[config.mk]
export PLATFORM = sky130hd
export DESIGN_NAME = ssm_div
export DESIGN_NICKNAME = d
export VERILOG_FILES = /design/src/design/ssm_pkg.sv /design/src/design/ssm_div.sv
export SDC_FILE = /design/constraint.sdc
export NUM_CORES = 1
export LEC_CHECK = 0
export ABC_CLOCK_PERIOD_IN_PS = 4900
export BUFFER_PORTS_ARGS = -buffer_cell sky130_fd_sc_hd__buf_2
export CAP_MARGIN = 10
export CORE_UTILIZATION = 40
export CTS_CLUSTER_DIAMETER = 150
export DETAILED_ROUTE_END_ITERATION = 10
export HOLD_SLACK_MARGIN = 0.12
export PLACE_DENSITY = 0.69
export SKIP_LAST_GASP = 1
export SYNTH_ARGS = -nofsm -noshare
export SYNTH_HDL_FRONTEND = slang
export SYNTH_SLANG_ARGS = --single-unit
export TNS_END_PERCENT = 5
[constraint.sdc]
create_clock -name clk -period 4.9 [get_ports clk]
set_input_delay 0.49 -clock clk [delete_from_list [all_inputs] [get_ports clk]]
set_output_delay 0.49 -clock clk [all_outputs]
set_load 0.03 [all_outputs]
[src/design/ssm_pkg.sv]
// Shared types and constants for the spatial softmax map block.
// No dependencies; ssm_exp, ssm_div and the top level refer to this package by scoped names.
package ssm_pkg;

	localparam int SCORE_W    = 12;  // signed Q3.8 score
	localparam int EXP_W      = 28;  // Q12.16 exponential
	localparam int SUM_W      = 40;  // running sum of exponentials
	localparam int PROB_W     = 16;  // unsigned Q0.16 probability
	localparam int SIDE_CFG_W = 7;   // map_side register

	localparam logic [SIDE_CFG_W-1:0] SIDE_RESET = 7'd64;

	// e and 1/e in Q24, matching the 14-term series with truncated terms
	localparam logic [25:0] E_Q24    = 26'd45605201;
	localparam logic [25:0] EINV_Q24 = 26'd6171993;

	localparam logic [EXP_W-1:0] EXP_MAX = '1;

	typedef struct packed {
		logic             done;
		logic [EXP_W-1:0] value;
	} exp_rsp_t;

	typedef struct packed {
		logic              done;
		logic [PROB_W-1:0] quot;
	} div_rsp_t;

endpackage

[src/design/ssm_div.sv]
// Bit-serial fractional divider: floor(dividend * 2^16 / divisor), saturated to 16 bits.
// Uses ssm_pkg for widths and the response struct. A zero divisor gives a zero quotient.
module ssm_div (
	input  logic                        clk,
	input  logic                        arst_n,
	input  logic                        start,
	input  logic [ssm_pkg::EXP_W-1:0]   dividend,
	input  logic [ssm_pkg::SUM_W-1:0]   divisor,
	output ssm_pkg::div_rsp_t           rsp
);

	localparam int STEPS = ssm_pkg::PROB_W;

	typedef enum logic {
		ST_IDLE,
		ST_RUN
	} state_t;

	state_t                        state_q;
	logic [ssm_pkg::SUM_W-1:0]     rem_q;
	logic [ssm_pkg::SUM_W-1:0]     dvs_q;
	logic [ssm_pkg::PROB_W-1:0]    quot_q;
	logic [$clog2(STEPS)-1:0]      step_q;
	logic                          done_q;

	logic [ssm_pkg::SUM_W:0]       trial;
	logic                          fits;
	logic [ssm_pkg::SUM_W-1:0]     dividend_ext;

	always_comb begin
		trial        = {rem_q, 1'b0};
		fits         = trial >= {1'b0, dvs_q};
		dividend_ext = ssm_pkg::SUM_W'(dividend);
	end

	always_ff @(posedge clk or negedge arst_n) begin
		if (!arst_n) begin
			state_q <= ST_IDLE;
			rem_q   <= '0;
			dvs_q   <= '0;
			quot_q  <= '0;
			step_q  <= '0;
			done_q  <= 1'b0;
		end else begin
			done_q <= 1'b0;
			unique case (state_q)
				ST_IDLE: begin
					if (start) begin
						if (divisor == '0) begin
							quot_q <= '0;
							done_q <= 1'b1;
						end else if (dividend_ext >= divisor) begin
							// quotient would reach one or more: saturate
							quot_q <= '1;
							done_q <= 1'b1;
						end else begin
							rem_q   <= dividend_ext;
							dvs_q   <= divisor;
							quot_q  <= '0;
							step_q  <= '0;
							state_q <= ST_RUN;
						end
					end
				end
				ST_RUN: begin
					rem_q  <= fits ? ssm_pkg::SUM_W'(trial - {1'b0, dvs_q})
						: trial[ssm_pkg::SUM_W-1:0];
					quot_q <= {quot_q[ssm_pkg::PROB_W-2:0], fits};
					step_q <= step_q + 1'b1;
					if (step_q == $clog2(STEPS)'(STEPS - 1)) begin
						done_q  <= 1'b1;
						state_q <= ST_IDLE;
					end
				end
				default: begin
					state_q <= ST_IDLE;
				end
			endcase
		end
	end

	assign rsp.done = done_q;
	assign rsp.quot = quot_q;

endmodule

==> flow_summary.yaml <==
setup_path:
  ff2ff_path_depth: 9
  required_ns: 5.13
  crit_type: "register to register"
  crit_path_start_kind: "register"
  crit_cells: 9
  cp_common_cell: "mux2i_1"
  end_kind: "register"
  cp.arrival_ns: 3.61
  rrSetupSlack_ns: 1.52
  crit_path_top_delay_cell: "or4_4"
  r2r-start: "rem_q[23]$_DFFE_PN0P_"
  cp_top_family: "simple AND/OR/NAND/NOR gates"
  r2r-end: "rem_q[8]$_DFFE_PN0P_"
  slowest_delay_ns: 0.51
  cp_max_fo: 16
  cp_cell_sequence: "ha_1, and3_1, nand3_1, or4_4, o2111ai_2, o21a_2, buf_4, mux2i_1, mux2i_1"
  cp_num_buf_inv: 1
timing:
  maxSlewViolCount: 0
  fmax_mhz: 296
  hold_viol: 0
  min_period_over_period_pct: 69.0
  clock_skew_ns: 0.00956
  rsz0062_at_grt: "false"
  tightest_slew_ns: 0.731
  setup_viol: 0
  fin_crit_ns: 3.38
  max_slew_margin_pct: 50.8
  final.setup.tns_ns: 0
  setup_slack_ns: 1.52
drt:
  drcViolationCount: 0
  ant_nets: 0
  wl_um: 20900
  drtIter0Drc: 414
  viasPerCell: 5.58
  firstDrtPassIters: 5
  vias: 6771
  wire_per_inst_um: 17.3
synth:
  synth_async_sr_flop_share_pct: 100
  yosysTopAreaCell: "dfrtp_1"
  ys_types: 76
  synth-xor-area-share_pct: 3.27
  synth-edff-count: 0
  synth-compound-area-share_pct: 17.8
  synth_fp_nets: 1018
  synth_cells: 877
  synthSimpleGateAreaFrac_pct: 15.3
  synthAdderAreaFrac_pct: 11.0
  synth_top_family_by_area: "compound AO/OA/AOI/OAI gates"
  synth-seq-cells: 102
  synth-main-ff-cell: "dfrtp_1"
  syn_area_um2: 8030
  synth.area.mux_share_pct: 14.2
  yosysSeqAreaShare_pct: 31.8
  yosys_warnings: 0
  syn_area_per_cell_um2: 9.16
  synth_top_area_share_pct: 31.8
  synth_area_leaders: "dfrtp_1 32%, mux2i_1 12%, ha_1 11%"
cells_and_area:
  post-route-util_pct: 45.7
  fillerInstances: 1929
  layout-drive-gt1-share_pct: 16.2
  seqCellArea_um2: 2550
  area_delta_synth_final_pct: 11.5
  multi_input_area_um2: 4940
  final_nets: 1084
  num_antenna_cells: 0
  final_area_um2: 8950
global_routing:
  grt_overflow: 0
  grt_pass1_vias: 6549
  grt_pass1_wl_um: 33800
  antenna_found_initial: 0
  grt_max_degree: 61
  grt_util_all_layers_pct: 21.2
worst_hold_path:
  min_path_type: "input pin to asynchronous set/reset pin"
floorplanning:
  num_rows: 51
  initial_utilization_pct: 41.0
  die_area_um2: 20600
  die-height_um: 144
  io_pins: 88
  die_x_um: 144
  core_area_um2: 19600
clock_tree:
  cts_sinks: 102
  clock_path_buffers: 2
  ctsResizeCount: 0
  cts_hold_buf: 0
  ctsHtreeMaxLevel: 3
  cts_buffers: 9
  cts-root-buf: "clkbuf_16"
  cts_setup_buffers: 0
  clk_latency_ns: 0.36
  path_clk_slew_ns: 0.07
  tritoncts: "yes"
flow_run:
  max_cap_viol_count: 0
placement:
  dpl_cell_area_um2: 8630
  dpl_worst_slack_ns: 1.38
  dp_hpwl_um: 15800
  port_buffers: 87
  gp_congestion: 0.866
outcome:
  outcome: "complete, no violations"
-- layer usage --
layer | global-route usage (%) | up-vias | wire (µm)
met2 | 33.0 | 149 | 9420
li1 | - | 3327 | -
met4 | 7.28 | 0 | 437
met1 | 29.6 | 3268 | 10000
met5 | 0 | - | 0
met3 | 3.30 | 27 | 1060
-- layout by cell type, fill, tap and decap left out, drive strengths merged, types with 3 or more instances in the layout --
cell	netlist	layout
a21o	25	25
nand3	30	30
mux2	16	16
o211ai	8	8
a21boi	5	5
xnor2	20	20
and2	11	11
nand4	9	9
and4	8	8
inv	81	82
o21bai	9	9
nor2b	5	5
a31oi	5	5
a311oi	5	5
xor2	10	10
a32oi	7	7
clkbuf	20	10
nor3	12	12
or3	3	3
dfrtp	102	102
a21oi	63	63
ha	69	69
a22oi	5	5
nor3b	13	13
nand2	68	68
and3	11	11
o31ai	5	5
a211oi	7	7
nand2b	6	6
mux2i	96	96
o21ai	34	34
buf	20	95
nor4	14	14
nor2	32	32
o21a	8	8
-- cell usage after synthesis, drive strengths merged, types with 9 or more instances --
cell type  count
inv           81
nor4          14
nand4          9
o21ai         34
o21bai         9
nand3         30
dfrtp        102
and2          11
mux2i         96
nand2         68
a21oi         63
nor3          12
buf           20
nor2          32
xnor2         20
ha            69
a21o          25
and3          11
mux2          16
clkbuf        20
xor2          10
nor3b         13
-- area by class of cell --
| type | count | area share [%] |
|---|---|---|
| Multi-Input combinational cell | 654 | 55.2 |
| Inverter | 81 | 3.40 |
| Clock inverter | 6 | 1.05 |
| Tap cell | 265 | 3.70 |
| Sequential cell | 102 | 28.5 |
| Clock buffer | 10 | 2.56 |
| Timing Repair Buffer | 95 | 5.56 |
-- cells by family (layout without fill, tap and decap cells) --
kind of cell	Yosys count	count (layout)
buf+inv	121	192
compound gates	211	211
xor+xnor	30	30
fa+ha+maj	70	70
flops	102	102
mux	112	112
simple gates	231	231
-- state kept, by name, indices dropped and copies added, names as in the netlist --
name,count
dvs_q,40
rem_q,40
quot_q,16
step_q,4
done_q,1
state_q,1
-- stage by stage --
stage	instances	hold WS, ns
3_3_place_gp	1197	0.478
5_1_grt	1213	0.255
4_1_cts	1213	0.224
3_5_place_dp	1197	0.484
6_report	1213	0.179
2_1_floorplan	877	0.194
-- worst max-delay path by stage --
| stage | startpoint | endpoint | slack, ns |
|---|---|---|---|
| 3_5_place_dp | divisor[17] | dvs_q[0]$_DFFE_PN0P_ | 1.38 |
| 2_1_floorplan | divisor[17] | dvs_q[0]$_DFFE_PN0P_ | 2.15 |
| 5_1_grt | rem_q[23]$_DFFE_PN0P_ | rem_q[9]$_DFFE_PN0P_ | 1.29 |
| 6_report | rem_q[23]$_DFFE_PN0P_ | rem_q[8]$_DFFE_PN0P_ | 1.52 |
| 4_1_cts | rem_q[23]$_DFFE_PN0P_ | rem_q[8]$_DFFE_PN0P_ | 1.51 |
| 3_3_place_gp | divisor[19] | rem_q[10]$_DFFE_PN0P_ | 1.41 |
Power is left out: the tool's default activity adds up to more than one toggle a clock period on the data nets, which glitch-free logic cannot reach.
