[config.mk]
export PLATFORM = sky130hd
export DESIGN_NAME = ssm_exp
export DESIGN_NICKNAME = d
export VERILOG_FILES = /design/src/design/ssm_pkg.sv /design/src/design/ssm_exp.sv
export SDC_FILE = /design/constraint.sdc
export NUM_CORES = 1
export LEC_CHECK = 0
export BUFFER_PORTS_ARGS = -buffer_cell sky130_fd_sc_hd__clkbuf_2
export CAP_MARGIN = 20
export CORE_MARGIN = 3
export CORE_UTILIZATION = 45
export DETAILED_ROUTE_END_ITERATION = 12
export PLACE_DENSITY_LB_ADDON = 0.2
export SLEW_MARGIN = 20
export SYNTH_ARGS = -nofsm -noshare
export SYNTH_HDL_FRONTEND = slang
export SYNTH_SLANG_ARGS = --single-unit
[constraint.sdc]
create_clock -name clk -period 25.9 [get_ports clk]
set_clock_uncertainty 0.2 [all_clocks]
set_input_delay 3.885 -clock clk [delete_from_list [all_inputs] [get_ports clk]]
set_output_delay 3.885 -clock clk [all_outputs]
set_load 0.01 [all_outputs]
[src/design/ssm_pkg.sv]
// Shared types and constants for the spatial softmax map block.
// No dependencies; ssm_exp, ssm_div and the top level refer to this package by scoped names.
package ssm_pkg;

	localparam int SCORE_W    = 12;  // signed Q3.8 score
	localparam int EXP_W      = 28;  // Q12.16 exponential
	localparam int SUM_W      = 40;  // running sum of exponentials
	localparam int PROB_W     = 16;  // unsigned Q0.16 probability
	localparam int SIDE_CFG_W = 7;   // map_side register

	localparam logic [SIDE_CFG_W-1:0] SIDE_RESET = 7'd64;

	// e and 1/e in Q24, matching the 14-term series with truncated terms
	localparam logic [25:0] E_Q24    = 26'd45605201;
	localparam logic [25:0] EINV_Q24 = 26'd6171993;

	localparam logic [EXP_W-1:0] EXP_MAX = '1;

	typedef struct packed {
		logic             done;
		logic [EXP_W-1:0] value;
	} exp_rsp_t;

	typedef struct packed {
		logic              done;
		logic [PROB_W-1:0] quot;
	} div_rsp_t;

endpackage

[src/design/ssm_exp.sv]
// Digit-serial fixed-point exp of a Q3.8 score, result in Q12.16.
// Uses ssm_pkg for widths, the e and 1/e constants and the response struct.
module ssm_exp (
	input  logic                         clk,
	input  logic                         arst_n,
	input  logic                         start,
	input  logic [ssm_pkg::SCORE_W-1:0]  score,
	output ssm_pkg::exp_rsp_t            rsp
);

	localparam int SERIES_TERMS = 14;
	localparam int DIV_BYTES    = 5;  // 40-bit dividend, one byte per cycle
	localparam int MUL_DIGITS   = 7;  // 28-bit constant, one nibble per cycle

	typedef enum logic [2:0] {
		ST_IDLE,
		ST_SMUL,
		ST_SDIV,
		ST_ROUND,
		ST_SCALE,
		ST_FINISH
	} state_t;

	state_t                        state_q;
	logic [7:0]                    f_q;
	logic [7:0]                    fsh_q;
	logic                          neg_q;
	logic [3:0]                    cnt_q;
	logic [3:0]                    k_q;
	logic                          dig_q;
	logic [32:0]                   term_q;
	logic [33:0]                   acc_q;
	logic [40:0]                   prod_q;
	logic [39:0]                   dvd_q;
	logic [3:0]                    rem_q;
	logic [2:0]                    byte_q;
	logic [35:0]                   r_q;
	logic [61:0]                   mprod_q;
	logic [27:0]                   bsh_q;
	logic [2:0]                    mdig_q;
	logic                          done_q;
	logic [ssm_pkg::EXP_W-1:0]     value_q;

	// Eight restoring steps of a divide by a small constant; remainder stays below k.
	function automatic logic [11:0] div8(input logic [3:0] rem_in, input logic [7:0] din,
		input logic [3:0] dvs);
		logic [3:0] rem;
		logic [4:0] trial;
		logic [7:0] q;
		rem = rem_in;
		q   = '0;
		for (int i = 7; i >= 0; i--) begin
			trial = {rem, din[i]};
			if (trial >= {1'b0, dvs}) begin
				rem  = 4'(trial - {1'b0, dvs});
				q[i] = 1'b1;
			end else begin
				rem = trial[3:0];
			end
		end
		return {rem, q};
	endfunction

	logic [36:0]                   term_pp;
	logic [40:0]                   prod_nx;
	logic [11:0]                   div_res;
	logic [39:0]                   dvd_nx;
	logic [33:0]                   acc_nx;
	logic [27:0]                   bconst;
	logic [39:0]                   r_pp;
	logic [61:0]                   mprod_nx;
	logic [37:0]                   r_scaled;
	logic [28:0]                   r_out;
	logic [ssm_pkg::EXP_W-1:0]     r_capped;

	always_comb begin
		term_pp  = term_q * fsh_q[7:4];
		prod_nx  = {prod_q[36:0], 4'b0} + {4'b0, term_pp};
		div_res  = div8(rem_q, dvd_q[39:32], k_q);
		dvd_nx   = {dvd_q[31:0], div_res[7:0]};
		acc_nx   = acc_q + 34'(dvd_nx[32:0]);
		bconst   = neg_q ? 28'(ssm_pkg::EINV_Q24) : 28'(ssm_pkg::E_Q24);
		r_pp     = r_q * bsh_q[27:24];
		mprod_nx = {mprod_q[57:0], 4'b0} + {22'b0, r_pp};
		r_scaled = 38'((mprod_nx + 62'd8388608) >> 24);
		r_out    = 29'(({1'b0, r_q} + 37'd128) >> 8);
		r_capped = (r_out > {1'b0, ssm_pkg::EXP_MAX}) ? ssm_pkg::EXP_MAX : r_out[27:0];
	end

	always_ff @(posedge clk or negedge arst_n) begin
		if (!arst_n) begin
			state_q <= ST_IDLE;
			f_q     <= '0;
			fsh_q   <= '0;
			neg_q   <= 1'b0;
			cnt_q   <= '0;
			k_q     <= '0;
			dig_q   <= 1'b0;
			term_q  <= '0;
			acc_q   <= '0;
			prod_q  <= '0;
			dvd_q   <= '0;
			rem_q   <= '0;
			byte_q  <= '0;
			r_q     <= '0;
			mprod_q <= '0;
			bsh_q   <= '0;
			mdig_q  <= '0;
			done_q  <= 1'b0;
			value_q <= '0;
		end else begin
			done_q <= 1'b0;
			unique case (state_q)
				ST_IDLE: begin
					if (start) begin
						f_q     <= score[7:0];
						fsh_q   <= score[7:0];
						neg_q   <= score[11];
						cnt_q   <= score[11] ? 4'(~score[11:8] + 4'd1) : score[11:8];
						term_q  <= {1'b1, 32'b0};
						acc_q   <= {2'b01, 32'b0};
						k_q     <= 4'd1;
						dig_q   <= 1'b0;
						prod_q  <= '0;
						state_q <= ST_SMUL;
					end
				end
				ST_SMUL: begin
					// multiply the term by f, high nibble first
					prod_q <= prod_nx;
					fsh_q  <= {fsh_q[3:0], 4'b0};
					dig_q  <= ~dig_q;
					if (dig_q) begin
						dvd_q   <= {7'b0, prod_nx[40:8]};
						rem_q   <= '0;
						byte_q  <= '0;
						state_q <= ST_SDIV;
					end
				end
				ST_SDIV: begin
					dvd_q  <= dvd_nx;
					rem_q  <= div_res[11:8];
					byte_q <= byte_q + 3'd1;
					if (byte_q == 3'(DIV_BYTES - 1)) begin
						term_q <= dvd_nx[32:0];
						acc_q  <= acc_nx;
						if (k_q == 4'(SERIES_TERMS)) begin
							state_q <= ST_ROUND;
						end else begin
							k_q     <= k_q + 4'd1;
							prod_q  <= '0;
							fsh_q   <= f_q;
							state_q <= ST_SMUL;
						end
					end
				end
				ST_ROUND: begin
					r_q     <= 36'(({1'b0, acc_q} + 35'd128) >> 8);
					mprod_q <= '0;
					mdig_q  <= '0;
					bsh_q   <= bconst;
					state_q <= (cnt_q == 4'd0) ? ST_FINISH : ST_SCALE;
				end
				ST_SCALE: begin
					// one Q24 product by e or 1/e per integer unit of the score
					mprod_q <= mprod_nx;
					bsh_q   <= {bsh_q[23:0], 4'b0};
					mdig_q  <= mdig_q + 3'd1;
					if (mdig_q == 3'(MUL_DIGITS - 1)) begin
						r_q     <= r_scaled[35:0];
						cnt_q   <= cnt_q - 4'd1;
						mprod_q <= '0;
						mdig_q  <= '0;
						bsh_q   <= bconst;
						if (cnt_q == 4'd1) begin
							state_q <= ST_FINISH;
						end
					end
				end
				ST_FINISH: begin
					value_q <= r_capped;
					done_q  <= 1'b1;
					state_q <= ST_IDLE;
				end
				default: begin
					state_q <= ST_IDLE;
				end
			endcase
		end
	end

	assign rsp.done  = done_q;
	assign rsp.value = value_q;

endmodule

==> results list <==
* Reg-to-reg critical path endpoint: acc_q[33]
* Share of synthesized registers carrying an async set or reset: 100%
- The number of pins with negative max-slew slack in the final report was 0.
- Leaving out fill and tap cells, the most frequent cell in the layout is nand2_1.
- At the pin with the least slew margin, the transition time is 1.06 ns.
- Data on the critical path is required at its endpoint by 26.12 ns.
* Gate count of the mapped netlist: 3145
- Clock tree from TritonCTS: done
* I/O pin count: 44
* Number of placed instances with taps included: 3893
* Yosys warning total: 0
* Pin count of the biggest net entering global routing: approximately 150
- Wire length of the first global-routing pass: 127 mm
- The number of hold buffers added after CTS was 0.
* Worst path bufs/invs: 12
- Final weighted congestion in routability-driven placement: 0.897
- Setup Crit Path Kind: flop to flop
- Net count reported at finish: 3500
* All-Layer GR Usage: 23.9%
- For this run, the slowest stage of the critical path takes roughly 0.83 ns.
* Result of the run: finished, final reports clean
- Core outline area: around 61000 um^2
- # fillers: 5742
* Port-buffer cells: 43
- The final route contains 22750 vias.
- Among all flip-flop cells after synthesis, the most frequent one is dfrtp_1.
- Most used cells in the layout excluding fill and tap cells: 489 x nand2_1, 322 x dfrtp_1, 244 x inv_1
* Initial antenna violation count: 0
- The number of clock buffers added by TritonCTS is between 40 and 50.
- Placement-stage cell area: 28900 um^2
- Number of standard-cell rows in the floorplan: 90
- For this run, the detailed router's first-pass iteration total came to 6.
* Number of stages on the worst hold path: 2
- The die is ~260 um tall.
* Horizontal extent of the die: 255 um
* Max-cap violations: 0
- The number of gates resized after CTS was 0.
* Time the worst path needs with I/O delays and setup: 17.68 ns
* Wire length per cell after detailed routing: 19.6 um
- The tree built by TritonCTS fans out to 325 sinks.
- The worst setup path is launched from a flop.
- HPWL reported at the end of detailed placement: 58.5 mm
- Cells with a size suffix above 1 make up under 10% of the layout.
* Count of routing violations after the opening detailed-route iteration: 1721
- Layout Area Growth over Synthesis: 8.81%
* Cell with the largest stage delay on the worst path: dfrtp_1
- Finished Core Util: 50.0%
* DRC: 0
- Worst min-delay path class: flop to flop
- Excluding fillers, the count of instances in the completed layout stands at 3972.
* Critical R2R Launch: k_q[1]
- In this design, the largest share of critical-path delay is due to compound AO/OA/AOI/OAI gates.
- CTS H-tree depth: 2
- Data arrives at the worst endpoint at 17.90 ns.
- Number of enable-type register cells in the synthesized netlist: 0
* Final Instance Area: 30400 um^2
- GRT Residual Overflow: 0
- Via count of the first global-routing pass: 22957
- Buffers from clock root to sink, at most: 3
- Setup slack on the worst reg-to-reg path comes out at 8.22 ns.
- Setup repair after global routing missed its margin: no
* Root buffer cell: clkbuf_16
* Sink of the worst hold path: value_q[26]
- After synthesis, the netlist uses 91 different library cells.
- Summing every instance area after synthesis gives 28000 um^2.
- Worst Setup End Kind: flop
* Hold path startpoint: value_q[26]
- Crit Path Max Fanout: 11
- Total Die Area: 65200 um^2
* Normalized max-slew margin: 29.1%
* Number of setup violations in the final report: 0
* Number of hold-slack violations in the final timing report: 0
* Number of nets produced by synthesis: 3534
- Final wirelength: 77.7 mm
- Post-CTS clock slew at the launch and capture registers of the worst setup and hold paths: 0.06 ns
- Synth Area per Inst: 8.90 um^2
- Register area share after synthesis: approximately 29%
- Total setup buffers inserted after CTS: 0
- Starting density of the core: about 46%
- Number of antenna repair diodes: 0
- Adding up every negative setup slack in the final design gives 0 ns.
- Once detail routing completed, the nets flagged for antenna violations numbered 0.
- Max frequency: 0.0566 GHz
- The clock reaches the later pin of the worst-skew pair after 0.59 ns.
- Dividing the detail-routed via count by the number of cells gives between 5 and 6.
- Seq cells post-synth: 325
* Cell repeated most along the worst path: inv_1
- Logic depth of the worst register-to-register path: 79
- Of the available clock period, the critical path in the final layout requires about two thirds.
==> tightest hold or removal path: stages, from the launching register on <==
cell and delay, ns:
dfrtp_1 0.34, nand2_1 0.05, o31ai_1 0.05
==> per-layer routing <==
metal,global-route usage (%),up-vias,wire length [um]
li1,-,10726,-
met1,32.5,11313,34600
met2,39.8,596,37200
met3,2.89,115,3650
met4,8.00,0,2300
met5,0,-,0
==> cell type report <==
| type | count | area (um^2) | area share [%] |
|---|---|---|---|
| Tap cell | 828 | 1040 | 3.40 |
| Timing Repair Buffer | 69 | 460 | 1.51 |
| Clock buffer | 59 | 1230 | 4.03 |
| Inverter | 247 | 927 | 3.05 |
| Clock inverter | 19 | 248 | 0.814 |
| Sequential cell | 325 | 8140 | 26.7 |
| Multi-Input combinational cell | 2425 | 18400 | 60.5 |
==> metrics by stage <==
stage          setup slack [ns]  hold slack, ns
6_report                   8.22           0.278
5_1_grt                    6.79           0.298
4_1_cts                    8.32           0.282
3_5_place_dp               8.37           0.270
3_3_place_gp               8.91           0.263
2_1_floorplan             11.26           0.249
==> flip-flops by register name, summed over array words and instances (netlist names), 8 cells and up <==
register,count
mprod_q,56
dvd_q,40
prod_q,37
r_q,36
acc_q,34
term_q,33
value_q,28
bsh_q,21
f_q,8
fsh_q,8
==> logic make-up (layout without fill, tap and decap cells) <==
family	count (synthesis)	count (layout)	synth area share [%]
compound gates	795	795	18.7
xor+xnor	200	200	6.29
fa+ha+maj	374	374	22.3
buf+inv	395	394	5.35
flops	325	325	29.1
mux	35	35	1.38
simple gates	1021	1021	17.0
==> worst max path at each step <==
stage / startpoint / to / cells past startpoint
6_report: k_q[1] / acc_q[33] / 79
5_1_grt: k_q[1] / acc_q[31] / 79
4_1_cts: k_q[1] / acc_q[33] / 79
3_5_place_dp: k_q[1] / acc_q[33] / 79
3_3_place_gp: k_q[1] / acc_q[33] / 79
2_1_floorplan: k_q[1] / acc_q[33] / 78
==> synth_stat cells, drive strengths merged, types with 7 or more instances <==
| cell | count | area (um^2) |
|---|---|---|
| a211oi | 11 | 82.6 |
| a21boi | 7 | 52.6 |
| a21o | 71 | 533 |
| a21oi | 180 | 905 |
| a221o | 10 | 100 |
| a22o | 97 | 850 |
| a22oi | 32 | 240 |
| a311oi | 8 | 70.1 |
| a31o | 8 | 70.1 |
| a31oi | 21 | 146 |
| and2 | 97 | 607 |
| and3 | 33 | 211 |
| and4 | 9 | 78.8 |
| buf | 14 | 63.8 |
| clkbuf | 134 | 507 |
| dfrtp | 325 | 8130 |
| fa | 206 | 4120 |
| ha | 168 | 2100 |
| inv | 246 | 923 |
| mux2 | 18 | 203 |
| mux2i | 17 | 183 |
| nand2 | 490 | 1840 |
| nand2b | 24 | 150 |
| nand3 | 54 | 270 |
| nand4 | 26 | 163 |
| nor2 | 166 | 623 |
| nor2b | 26 | 163 |
| nor3 | 36 | 180 |
| nor4 | 11 | 90.1 |
| o211ai | 13 | 103 |
| o21a | 21 | 165 |
| o21ai | 212 | 1060 |
| o21bai | 19 | 143 |
| o22ai | 18 | 113 |
| o31ai | 18 | 135 |
| or2 | 9 | 56.3 |
| or3 | 14 | 92.6 |
| xnor2 | 109 | 962 |
| xor2 | 91 | 797 |
Power is not shown: default switching activity piles up to over one toggle a cycle in this logic, so the estimate is an artifact.
